==> src/rtl/core/vfls_pkg.sv <==
// Package for the vibration fault level scorer: word types, widths, codes and reset values.
`default_nettype none

package vfls_pkg;

  // Feature count and field widths.
  localparam int NUM_FEAT   = 7;
  localparam int VALUE_W    = 16;
  localparam int WEIGHT_W   = 8;
  localparam int LVL_THR_W  = 8;
  localparam int POINTS_W   = 2;
  localparam int MAX_POINTS = 3;

  // Derived arithmetic widths.
  localparam int WPTS_W  = $clog2(MAX_POINTS * (2 ** WEIGHT_W - 1) + 1);
  localparam int SCORE_W = $clog2(NUM_FEAT * MAX_POINTS * (2 ** WEIGHT_W - 1) + 1);
  localparam int WSUM_W  = $clog2(NUM_FEAT * (2 ** WEIGHT_W - 1) + 1);
  localparam int AVG_FRAC_W = 6;
  localparam int PROD_W  = LVL_THR_W + WSUM_W;
  localparam int CMP_W   = ((SCORE_W + AVG_FRAC_W) > PROD_W) ? (SCORE_W + AVG_FRAC_W) : PROD_W;

  // Persistence run counter.
  localparam int RUN_W          = 8;
  localparam int PERSIST_DEFAULT = 4;

  // Configuration port.
  localparam int CFG_IDX_W  = 4;
  localparam int CFG_DATA_W = 56;
  localparam int LEVELS_W   = 24;
  localparam logic [CFG_IDX_W-1:0] CFG_IDX_LEVELS = CFG_IDX_W'(NUM_FEAT);

  // Points and fault level codes.
  localparam logic [POINTS_W-1:0] PTS_NONE   = 2'd0;
  localparam logic [POINTS_W-1:0] PTS_WARN   = 2'd1;
  localparam logic [POINTS_W-1:0] PTS_DANGER = 2'd2;
  localparam logic [POINTS_W-1:0] PTS_CRIT   = 2'd3;

  localparam logic [1:0] LVL_NORMAL  = 2'd0;
  localparam logic [1:0] LVL_WARNING = 2'd1;
  localparam logic [1:0] LVL_DANGER  = 2'd2;
  localparam logic [1:0] LVL_CRIT    = 2'd3;

  // Per-feature setup register, packed as on the configuration port.
  typedef struct packed {
    logic [WEIGHT_W-1:0] weight;
    logic [VALUE_W-1:0]  crit;
    logic [VALUE_W-1:0]  danger;
    logic [VALUE_W-1:0]  warn;
  } setup_t;

  // Average score level register.
  typedef struct packed {
    logic [LVL_THR_W-1:0] crit;
    logic [LVL_THR_W-1:0] danger;
    logic [LVL_THR_W-1:0] warn;
  } levels_t;

  localparam setup_t  SETUP_RESET  = 56'h0010FFFFFFFFFFFF;
  localparam levels_t LEVELS_RESET = 24'hC08040;

  // Input word.
  typedef struct packed {
    logic [VALUE_W-1:0] rms_value;
    logic [VALUE_W-1:0] peak_value;
    logic [VALUE_W-1:0] kurtosis_value;
    logic [VALUE_W-1:0] crest_value;
    logic [VALUE_W-1:0] clearance_value;
    logic [VALUE_W-1:0] impulse_value;
    logic [VALUE_W-1:0] form_value;
  } in_word_t;

  // Result word.
  typedef struct packed {
    logic       reported;
    logic [1:0] fault_level;
  } out_word_t;

  // What one lane hands to the merging stage.
  typedef struct packed {
    logic [WPTS_W-1:0]   wpts;
    logic [WEIGHT_W-1:0] weight;
  } lane_res_t;

endpackage

`default_nettype wire

==> src/rtl/core/vfls_lane.sv <==
// One scoring lane: grades a feature against its thresholds and weights the points.
`default_nettype none

module vfls_lane
  import vfls_pkg::*;
(
  input  wire logic [VALUE_W-1:0] value,
  input  wire setup_t             setup,
  output lane_res_t               res
);

  logic [POINTS_W-1:0] points;

  // Thresholds are tested critical first; the first one met decides.
  always_comb begin
    if (value >= setup.crit) begin
      points = PTS_CRIT;
    end else if (value >= setup.danger) begin
      points = PTS_DANGER;
    end else if (value >= setup.warn) begin
      points = PTS_WARN;
    end else begin
      points = PTS_NONE;
    end
  end

  // Weighted points and the weight itself for the sums.
  assign res.wpts   = WPTS_W'(points) * WPTS_W'(setup.weight);
  assign res.weight = setup.weight;

endmodule

`default_nettype wire

==> src/rtl/core/vfls_merge.sv <==
// Merging stages: sums the lane results, then grades the weighted average.
`default_nettype none

module vfls_merge
  import vfls_pkg::*;
(
  input  wire logic      clk,
  input  wire logic      rst_n,
  input  wire logic      in_valid,
  output logic           in_ready,
  input  wire lane_res_t lane_res [NUM_FEAT],
  input  wire levels_t   levels,
  output logic           out_valid,
  input  wire logic      out_ready,
  output logic [1:0]     out_level
);

  logic               sum_valid_r, sum_valid_nxt;
  logic [SCORE_W-1:0] score_r, score_nxt;
  logic [WSUM_W-1:0]  wsum_r, wsum_nxt;
  logic               lvl_valid_r, lvl_valid_nxt;
  logic [1:0]         level_r, level_nxt;
  logic               sum_ready, lvl_ready;
  logic               met_crit, met_danger, met_warn;

  // The average meets a level when 64*score >= level*wsum; a zero weight sum
  // counts as an average of zero.
  function automatic logic level_met(input logic [SCORE_W-1:0]  score,
                                     input logic [WSUM_W-1:0]   wsum,
                                     input logic [LVL_THR_W-1:0] lvl);
    logic [CMP_W-1:0] lhs;
    logic [CMP_W-1:0] rhs;
    lhs = CMP_W'({score, {AVG_FRAC_W{1'b0}}});
    rhs = CMP_W'(PROD_W'(lvl) * PROD_W'(wsum));
    if (wsum == '0) begin
      return (lvl == '0);
    end
    return (lhs >= rhs);
  endfunction

  // Handshake between the two stages.
  assign lvl_ready = !lvl_valid_r || out_ready;
  assign sum_ready = !sum_valid_r || lvl_ready;
  assign in_ready  = sum_ready;

  // Sum stage: score and weight sums over all lanes.
  always_comb begin
    score_nxt = '0;
    wsum_nxt  = '0;
    for (int i = 0; i < NUM_FEAT; i++) begin
      score_nxt = score_nxt + SCORE_W'(lane_res[i].wpts);
      wsum_nxt  = wsum_nxt + WSUM_W'(lane_res[i].weight);
    end
    sum_valid_nxt = sum_ready ? in_valid : sum_valid_r;
  end

  // Level stage: critical first, then danger, then warning.
  always_comb begin
    met_crit   = level_met(score_r, wsum_r, levels.crit);
    met_danger = level_met(score_r, wsum_r, levels.danger);
    met_warn   = level_met(score_r, wsum_r, levels.warn);
    if (met_crit) begin
      level_nxt = LVL_CRIT;
    end else if (met_danger) begin
      level_nxt = LVL_DANGER;
    end else if (met_warn) begin
      level_nxt = LVL_WARNING;
    end else begin
      level_nxt = LVL_NORMAL;
    end
    lvl_valid_nxt = lvl_ready ? sum_valid_r : lvl_valid_r;
  end

  // Valid flags.
  always_ff @(posedge clk) begin
    if (!rst_n) begin
      sum_valid_r <= 1'b0;
      lvl_valid_r <= 1'b0;
    end else begin
      sum_valid_r <= sum_valid_nxt;
      lvl_valid_r <= lvl_valid_nxt;
    end
  end

  // Payload registers.
  always_ff @(posedge clk) begin
    if (sum_ready && in_valid) begin
      score_r <= score_nxt;
      wsum_r  <= wsum_nxt;
    end
    if (lvl_ready && sum_valid_r) begin
      level_r <= level_nxt;
    end
  end

  assign out_valid = lvl_valid_r;
  assign out_level = level_r;

endmodule

`default_nettype wire

==> src/rtl/core/vfls_persist.sv <==
// Persistence filter and result register.
`default_nettype none

module vfls_persist
  import vfls_pkg::*;
#(
  parameter int PERSIST_LENGTH = PERSIST_DEFAULT
) (
  input  wire logic       clk,
  input  wire logic       rst_n,
  input  wire logic       in_valid,
  output logic            in_ready,
  input  wire logic [1:0] in_level,
  output logic            out_valid,
  input  wire logic       out_stall,
  output out_word_t       out_data
);

  localparam logic [RUN_W-1:0] RUN_MAX = RUN_W'(PERSIST_LENGTH);
  localparam logic [RUN_W-1:0] RUN_ONE = RUN_W'(1);

  logic             out_valid_r, out_valid_nxt;
  out_word_t        out_r, out_nxt;
  logic [1:0]       last_level_r, last_level_nxt;
  logic [RUN_W-1:0] run_length_r, run_length_nxt;
  logic             load;

  assign in_ready = !out_valid_r || !out_stall;
  assign load     = in_valid && in_ready;

  // Run count saturates at the persistence length; a new level restarts it.
  always_comb begin
    if (in_level == last_level_r) begin
      last_level_nxt = last_level_r;
      run_length_nxt = (run_length_r < RUN_MAX) ? run_length_r + RUN_ONE : run_length_r;
    end else begin
      last_level_nxt = in_level;
      run_length_nxt = RUN_ONE;
    end
    out_nxt.reported    = (run_length_nxt >= RUN_MAX);
    out_nxt.fault_level = in_level;
    out_valid_nxt       = in_ready ? in_valid : out_valid_r;
  end

  // Control state; the history starts as if full of normal levels.
  always_ff @(posedge clk) begin
    if (!rst_n) begin
      out_valid_r  <= 1'b0;
      last_level_r <= LVL_NORMAL;
      run_length_r <= RUN_MAX;
    end else begin
      out_valid_r <= out_valid_nxt;
      if (load) begin
        last_level_r <= last_level_nxt;
        run_length_r <= run_length_nxt;
      end
    end
  end

  // Result word.
  always_ff @(posedge clk) begin
    if (load) begin
      out_r <= out_nxt;
    end
  end

  assign out_valid = out_valid_r;
  assign out_data  = out_r;

`ifndef SYNTH
  a_run_in_range: assert property (@(posedge clk) disable iff (!rst_n)
    (run_length_r >= RUN_ONE) && (run_length_r <= RUN_MAX))
    else $error("run length out of range");

  a_change_not_reported: assert property (@(posedge clk) disable iff (!rst_n)
    (load && (in_level != last_level_r) && (RUN_MAX != RUN_ONE)) |=> !out_r.reported)
    else $error("level change reported at once");

  a_out_matches_last: assert property (@(posedge clk) disable iff (!rst_n)
    out_valid_r |-> (out_r.fault_level == last_level_r))
    else $error("result level differs from tracked level");
`endif

endmodule

`default_nettype wire

==> src/rtl/core/vibration_fault_level_scorer_top.sv <==
// Top level of the vibration fault level scorer: configuration, lanes and pipeline.
//
//   Channel  Direction  Handshake          Word
//   in_      input      in_valid/in_stall  in_word_t, seven Q8.8 features
//   out_     output     out_valid/out_stall out_word_t, reported and fault_level
//   cfg_     input      cfg_valid/cfg_ready register index and 56-bit data
//
// One word is accepted per cycle while in_stall is low; each result passes the lane, sum,
// level and result registers in that order after its word is accepted.
// The depth is set by the seven-lane sum and the three level multipliers.
// Reset is synchronous; it restores all setups, the levels and the filter history.
// A stalled output holds its word; stages before it keep filling until full.
`default_nettype none

module vibration_fault_level_scorer_top
  import vfls_pkg::*;
#(
  parameter int PERSIST_LENGTH = PERSIST_DEFAULT
) (
  input  wire logic                  clk,
  input  wire logic                  rst_n,
  input  wire logic                  in_valid,
  output logic                       in_stall,
  input  wire in_word_t              in_data,
  output logic                       out_valid,
  input  wire logic                  out_stall,
  output out_word_t                  out_data,
  input  wire logic                  cfg_valid,
  output logic                       cfg_ready,
  input  wire logic [CFG_IDX_W-1:0]  cfg_index,
  input  wire logic [CFG_DATA_W-1:0] cfg_data
);

  setup_t             setup_r [NUM_FEAT];
  levels_t            levels_r;
  logic [VALUE_W-1:0] feat [NUM_FEAT];
  lane_res_t          lane_res [NUM_FEAT];
  lane_res_t          lane_r [NUM_FEAT];
  logic               lane_valid_r, lane_valid_nxt;
  logic               lane_ready, merge_ready;
  logic               lvl_valid, lvl_ready;
  logic [1:0]         lvl;

  // Configuration registers; writes beyond the list are dropped.
  assign cfg_ready = 1'b1;

  always_ff @(posedge clk) begin
    if (!rst_n) begin
      for (int i = 0; i < NUM_FEAT; i++) begin
        setup_r[i] <= SETUP_RESET;
      end
      levels_r <= LEVELS_RESET;
    end else if (cfg_valid && cfg_ready) begin
      for (int i = 0; i < NUM_FEAT; i++) begin
        if (cfg_index == CFG_IDX_W'(i)) begin
          setup_r[i] <= cfg_data;
        end
      end
      if (cfg_index == CFG_IDX_LEVELS) begin
        levels_r <= cfg_data[LEVELS_W-1:0];
      end
    end
  end

  // Features in lane order.
  assign feat[0] = in_data.rms_value;
  assign feat[1] = in_data.peak_value;
  assign feat[2] = in_data.kurtosis_value;
  assign feat[3] = in_data.crest_value;
  assign feat[4] = in_data.clearance_value;
  assign feat[5] = in_data.impulse_value;
  assign feat[6] = in_data.form_value;

  // Scoring lanes, one per feature.
  for (genvar g = 0; g < NUM_FEAT; g++) begin : g_lane
    vfls_lane u_lane (
      .value (feat[g]),
      .setup (setup_r[g]),
      .res   (lane_res[g])
    );
  end

  // Lane register stage.
  assign lane_ready     = !lane_valid_r || merge_ready;
  assign in_stall       = !lane_ready;
  assign lane_valid_nxt = lane_ready ? in_valid : lane_valid_r;

  always_ff @(posedge clk) begin
    if (!rst_n) begin
      lane_valid_r <= 1'b0;
    end else begin
      lane_valid_r <= lane_valid_nxt;
    end
  end

  always_ff @(posedge clk) begin
    if (lane_ready && in_valid) begin
      for (int i = 0; i < NUM_FEAT; i++) begin
        lane_r[i] <= lane_res[i];
      end
    end
  end

  // Merging stages.
  vfls_merge u_merge (
    .clk       (clk),
    .rst_n     (rst_n),
    .in_valid  (lane_valid_r),
    .in_ready  (merge_ready),
    .lane_res  (lane_r),
    .levels    (levels_r),
    .out_valid (lvl_valid),
    .out_ready (lvl_ready),
    .out_level (lvl)
  );

  // Persistence filter and result register.
  vfls_persist #(
    .PERSIST_LENGTH (PERSIST_LENGTH)
  ) u_persist (
    .clk       (clk),
    .rst_n     (rst_n),
    .in_valid  (lvl_valid),
    .in_ready  (lvl_ready),
    .in_level  (lvl),
    .out_valid (out_valid),
    .out_stall (out_stall),
    .out_data  (out_data)
  );

endmodule

`default_nettype wire
==> config.mk <==
export PLATFORM = sky130hd
export DESIGN_NAME = vibration_fault_level_scorer_top
export DESIGN_NICKNAME = d
export VERILOG_FILES = /design/src/rtl/core/vfls_pkg.sv /design/src/rtl/core/vfls_lane.sv /design/src/rtl/core/vfls_merge.sv /design/src/rtl/core/vfls_persist.sv /design/src/rtl/core/vibration_fault_level_scorer_top.sv
export SDC_FILE = /design/constraint.sdc
export NUM_CORES = 2
export LEC_CHECK = 0
export ABC_AREA = 1
export BUFFER_PORTS_ARGS = -buffer_cell sky130_fd_sc_hd__buf_2
export CORE_ASPECT_RATIO = 1.2
export CORE_MARGIN = 2
export CORE_UTILIZATION = 45
export CTS_BUF_LIST = sky130_fd_sc_hd__clkbuf_4 sky130_fd_sc_hd__clkbuf_8 sky130_fd_sc_hd__clkbuf_16
export DETAILED_ROUTE_END_ITERATION = 8
export PLACE_DENSITY = 0.71
export SLEW_MARGIN = 20
export SYNTH_ARGS = -nofsm -noshare
export SYNTH_HDL_FRONTEND = slang
export SYNTH_SLANG_ARGS = --single-unit
==> constraint.sdc <==
create_clock -name clk -period 18.84 [get_ports clk]
set_input_delay 2.826 -clock clk [delete_from_list [all_inputs] [get_ports clk]]
set_output_delay 2.826 -clock clk [all_outputs]
set_load 0.1 [all_outputs]
Yosys cells after proc, flatten, opt, wreduce, memory -nomap -nowiden
Memories as Yosys holds them, arrays and structs flattened.
Index checks and enable logic that the tools add are counted.

operators by class
  add/subtract/negate cells = 13
  multipliers = 10
  $lt $le $gt $ge = 26
  equal/unequal tests = 8
  multiplexer cells = 68
  bitwise gates (word level) = 8
  reductions and logical operators = 22

operator list
  operator               count
  $mux W56               7
  $ge A16 B16 Y1         21
  $mul A2 B8 Y10         7
  $add A13 B10 Y13       5
  $ge A19 B19 Y1         3
  $mul A8 B11 Y19        3
  $add A11 B8 Y11        5
  $mux W1                45
  $mux W2                14
  $logic_not A8 Y1       3
  $eq A4 B3 Y1 const B   4
  $mux W8                2
  $add A10 B10 Y11       1
  $logic_not A11 Y1      1
  $add A8 B8 Y9          1
  $add A8 B1 Y8 const B  1
  $eq A4 B2 Y1 const B   2
  $ge A8 B3 Y1 const B   1
  $lt A8 B3 Y1 const B   1
  $or A1 B1 Y1           7
  $logic_not A1 Y1       6
  $eq A4 B1 Y1 const B   1
  $logic_and A1 B1 Y1    4
  $logic_not A4 Y1       1
  5 further kinds        9

storage, ports and cells
  flip-flop bits (word level) = 193
  memory bits (writable) = 392
  logic and storage cells = 185
  memories = 1

memories
  memory   words  bits a word  rd ports  clocked after memory_dff  wr ports  line                                    RTL
  setup_r  7      56           7         0                         7         vibration_fault_level_scorer_top.sv:34  setup_t setup_r [NUM_FEAT];

Depth between registers and ports, before layout
  depth in word-level cells = 6
  depth in mapped cells = 33

By module
From an unflattened synthesis, not the netlist that was laid out.

second synthesis, totals
  cell total of the unflattened synthesis = 5,101
  area, all modules = 45,652.5 µm²

by module, submodules not included
  module                            times used  cells an instance  area an instance (µm²)  sequential area each (µm²)
  vibration_fault_level_scorer_top  1           1,197              18,635.4                16,055.4
  vfls_merge                        1           1,850              14,010.9                820.8
  vfls_lane                         7           284                1,776.7                 0.0
  vfls_persist                      1           66                 569.3                   310.3

Worst setup path after synthesis
Ideal clock, no wire load.

  path type = input-to-reg
  start = input out_stall
  end = register lane_r[0] (netlist bit) (enable)
  setup time = 0.611 ns
  arrival time = 8.921 ns
  data required time = 18.229 ns
  slack = 9.308 ns
  stages on the path = 7
  path through = nand2_1 nor2_1 inv_1 nor2_1 inv_1 nor2_1 nor2_1

on the way
  cells in the longest elaborated chain, start to end = 6

RTL lines
  item                           line                                    RTL
  start, declared                vibration_fault_level_scorer_top.sv:26  input wire logic out_stall,
  $logic_not A1 Y1               vfls_persist.sv:28                      assign in_ready = !out_valid_r || !out_stall;
  $logic_or A1 B1 Y1             vfls_persist.sv:28
  $logic_or A1 B1 Y1             vfls_merge.sv:42                        assign lvl_ready = !lvl_valid_r || out_ready;
  $logic_or A1 B1 Y1             vfls_merge.sv:43                        assign sum_ready = !sum_valid_r || lvl_ready;
  $logic_or A1 B1 Y1             vibration_fault_level_scorer_top.sv:84  assign lane_ready = !lane_valid_r || merge_ready;
  $logic_and A1 B1 Y1            vibration_fault_level_scorer_top.sv:97  if (lane_ready && in_valid) begin
  end signal, assigned by index  vibration_fault_level_scorer_top.sv:99  lane_r[i] <= lane_res[i];
  end, declared                  vibration_fault_level_scorer_top.sv:38  lane_res_t lane_r [NUM_FEAT];

Every way passes these cells.
A chain may end at the register's enable or synchronous reset.

Worst setup path in the final report
  start = input out_stall
  end = output in_stall

on the way
  cells in the longest elaborated chain, start to end = 6

RTL lines
  item                line                                    RTL
  $logic_not A1 Y1    vfls_persist.sv:28
  $logic_or A1 B1 Y1  vfls_persist.sv:28
  $logic_or A1 B1 Y1  vfls_merge.sv:42
  $logic_or A1 B1 Y1  vfls_merge.sv:43
  $logic_or A1 B1 Y1  vibration_fault_level_scorer_top.sv:84
  $logic_not A1 Y1    vibration_fault_level_scorer_top.sv:85  assign in_stall = !lane_ready;
  end, declared       vibration_fault_level_scorer_top.sv:23  output logic in_stall,

Every way passes these cells.

==> metrics <==
status complete, no violations; endpoints failing hold 0; fillcell total around 9,000; vias in the first global route about 34,000; pre-CTS setup slack 11,900 ps; # hold bufs at CTS 0; internal power 0.00356 W; DIE WIDTH ~300 µm; synthesis warning total 0; Setup crit start kind input pin; max_slew headroom about 17%; synthesized area ~45,000 µm²; endpoints failing setup 0; WS Path Type in -> out; TritonCTS clock tree done; Post-synth EDFFs approximately 550; layout cell share with drive strength beyond 1 under 10%; worst-path fanout max 3; Skew-Pair Late Insertion Delay ~650 ps; Slew Limit Fails 0; Switching Share about two fifths; Root Driver clkbuf_16; worst-margin pin slew around 1200 ps; hold slack around 430 ps; postcts setup bufs 0; Worst Path Required 16,010 ps; arrival time worst endpoint about 4100 ps; Clock Path Buffers 3; Core Box Area 98,700 µm²; uppermost layer routed met5; Congestion Overflow GR 0; dominant synthesized flop cell edfxtp_1; worst hold start u_persist.run_length_r[4]; sequential share of power between 20% and 30%; drt total wl 122,000 µm; Design Power between 0.006 and 0.007 W; Detail Route Antenna Nets 0; clk_skew 37.1 ps; Slowest-stage cell, CP buf_2; Multi-input gate area around 23,000 µm²; CP cell instances buf_2 > nand2_1 > nor2_1 > inv_1 > nor2_1 > inv_1 > nor2_1 > buf_2; Worst R2R Path Depth 27; DR iter-0 viols 2,358; Fmax approximately 140 MHz; H-tree levels 3; placed cell area approximately 47,000 µm²; Placer Congestion around 0.9; CTS Sinks about 600; largest net degree at the start of global routing 71; Switching Power 0.00245 W; flops & latches, synth 585; most common cell after layout, fill and taps aside inv_1; CP endpoint in_stall; register area share after synthesis 38.3%; clock slew at reported path FFs ~50 ps; VDD IR-drop max 0.184 mV; reg2reg end u_merge.out_level[1]; CTS Buf Count 70; power per standard cell area 121 nW/µm²; RSZ-0062 raised after global routing false; reg2reg start u_merge.wsum_r[2]; Initial DRT Pass Iterations 5; clock network power share between 20% and 30%; Mean Syn Cell Area 8.96 µm²; antenna violations before repair 22; Leak about 26 nW; first-pass GRT wire length between 150,000 and 200,000 µm; Die Span Y between 300 and 400 µm; Initial Util 45.5%; # nets final roughly 6,200; R2R Setup Slk roughly 13,000 ps; Syn Nets around 6,000; Final Critical Period between 6000 and 7000 ps; Netlist cell types 49; commonest cells after routing, fill and taps aside inv_1, nand2_1, ha_1, edfxtp_1, a21oi_1; die area approximately 100,000 µm²; DR WL met2 between 50,000 and 60,000 µm; CP endpoint kind output port; Layout area overhead 10.5%; flip-flop and latch area about 17,000 µm²; Max Cap Viol 0; CP peak stage delay approximately 500 ps; Synth Instances about 5,000; I/O pin total ~180; combinational share of power between 40% and 50%; Hold WC Path Type reg -> reg; Row Count 126; post-cts sizing count 0; post-route setup slack 11,890 ps; Async SR Flop Fraction 0%; Tot GR Track Use about a quarter; vias post-DR about 34,000; Setup TNS Final 0 ps; Post-DP HPWL between 90,000 and 100,000 µm; Wirelength per Cell about 19 µm; period utilisation layout a little under two fifths; Remaining DRCs 0; met3 wire len between 9000 and 10,000 µm; Port Buffer Count approximately 180; Crit. Startpoint out_stall; design area between 40,000 and 50,000 µm²; met1 wire length ~46,000 µm; Worst path most repeated cell nor2_1; routed vias/inst 5.19
## metal layers
layer / up-vias / GRT usage, %
met5: - / 0
met4: 14 / 14.2
met3: 344 / 4.02
met2: 1182 / 42.3
met1: 16200 / 28.1
li1: 16200 / -
## through the flow
step | utilization [%] | cells
finish | 50.3 | 6543
CTS | 50.2 | 6535
global route | 50.3 | 6543
floorplan | - | 5015
global placement | 47.9 | 6408
detailed placement | 47.9 | 6408
## Yosys cell counts, types with 39 or more instances
cell type | n | area share (%)
inv_1 | 1201 | 10
xor2_1 | 60 | 1.2
nor2_1 | 285 | 2.4
nand2_1 | 1145 | 9.6
ha_1 | 582 | 16
nand3_1 | 89 | 0.99
clkbuf_1 | 50 | 0.42
a21oi_1 | 345 | 3.8
xnor2_1 | 39 | 0.76
o21ai_0 | 97 | 1.1
fa_1 | 243 | 11
edfxtp_1 | 547 | 37
## sequential cells by signal, indices dropped and copies added (netlist names), 2 cells and up
name and flops:
lane_r 126, u_persist.run_length_r 8, levels_r 24, u_persist.last_level_r 2, setup_r 392, u_merge.wsum_r 11, u_persist.out_data 3, u_merge.out_level 2
u_merge.score_r 13
## worst min path at each step
stage,to,slack (ps),cells after the start
after floorplan,u_persist.run_length_r[3],410,2
after global placement,u_persist.run_length_r[4],410,2
after detailed placement,u_persist.run_length_r[3],420,2
after CTS,u_persist.run_length_r[3],430,2
after global routing,lane_r[76],460,0
final,u_persist.run_length_r[4],430,2
## worst max-delay path, delay by kind of cell
family	cells	cell delay, ps
buffers and inverters	4	710
and+or+nand+nor	4	580
## power by group through the flow
stage          logic [W]  clock network [W]  registers, W
3_3_place_gp     0.00279                  0       0.00176
4_1_cts          0.00291            0.00139       0.00174
3_5_place_dp     0.00288                  0       0.00176
5_1_grt          0.00331            0.00144       0.00175
2_1_floorplan    0.00217                  0       0.00172
6_report         0.00289            0.00138       0.00174
## area by class of cell
type	instances	area share, %
sequential	585	34.6
clock buffer	88	3.80
clock inverter	39	0.938
multi-input combinational	3109	45.8
antenna	8	0.0404
inverter	1224	9.29
tap	1280	3.23
timing repair buffer	210	2.27
## kinds of logic after synthesis
kind of cell | after synthesis | share of synthesized area [%]
flip-flops | 585 | 38.3
AO/OA/AOI/OAI | 527 | 6.41
adder cells (fa/ha/maj) | 825 | 27.0
other | 1 | 0.00835
XOR/XNOR | 99 | 1.93
AND/OR/NAND/NOR | 1657 | 15.1
buffers and inverters | 1321 | 11.2
(Power assumes the default switching activity.)
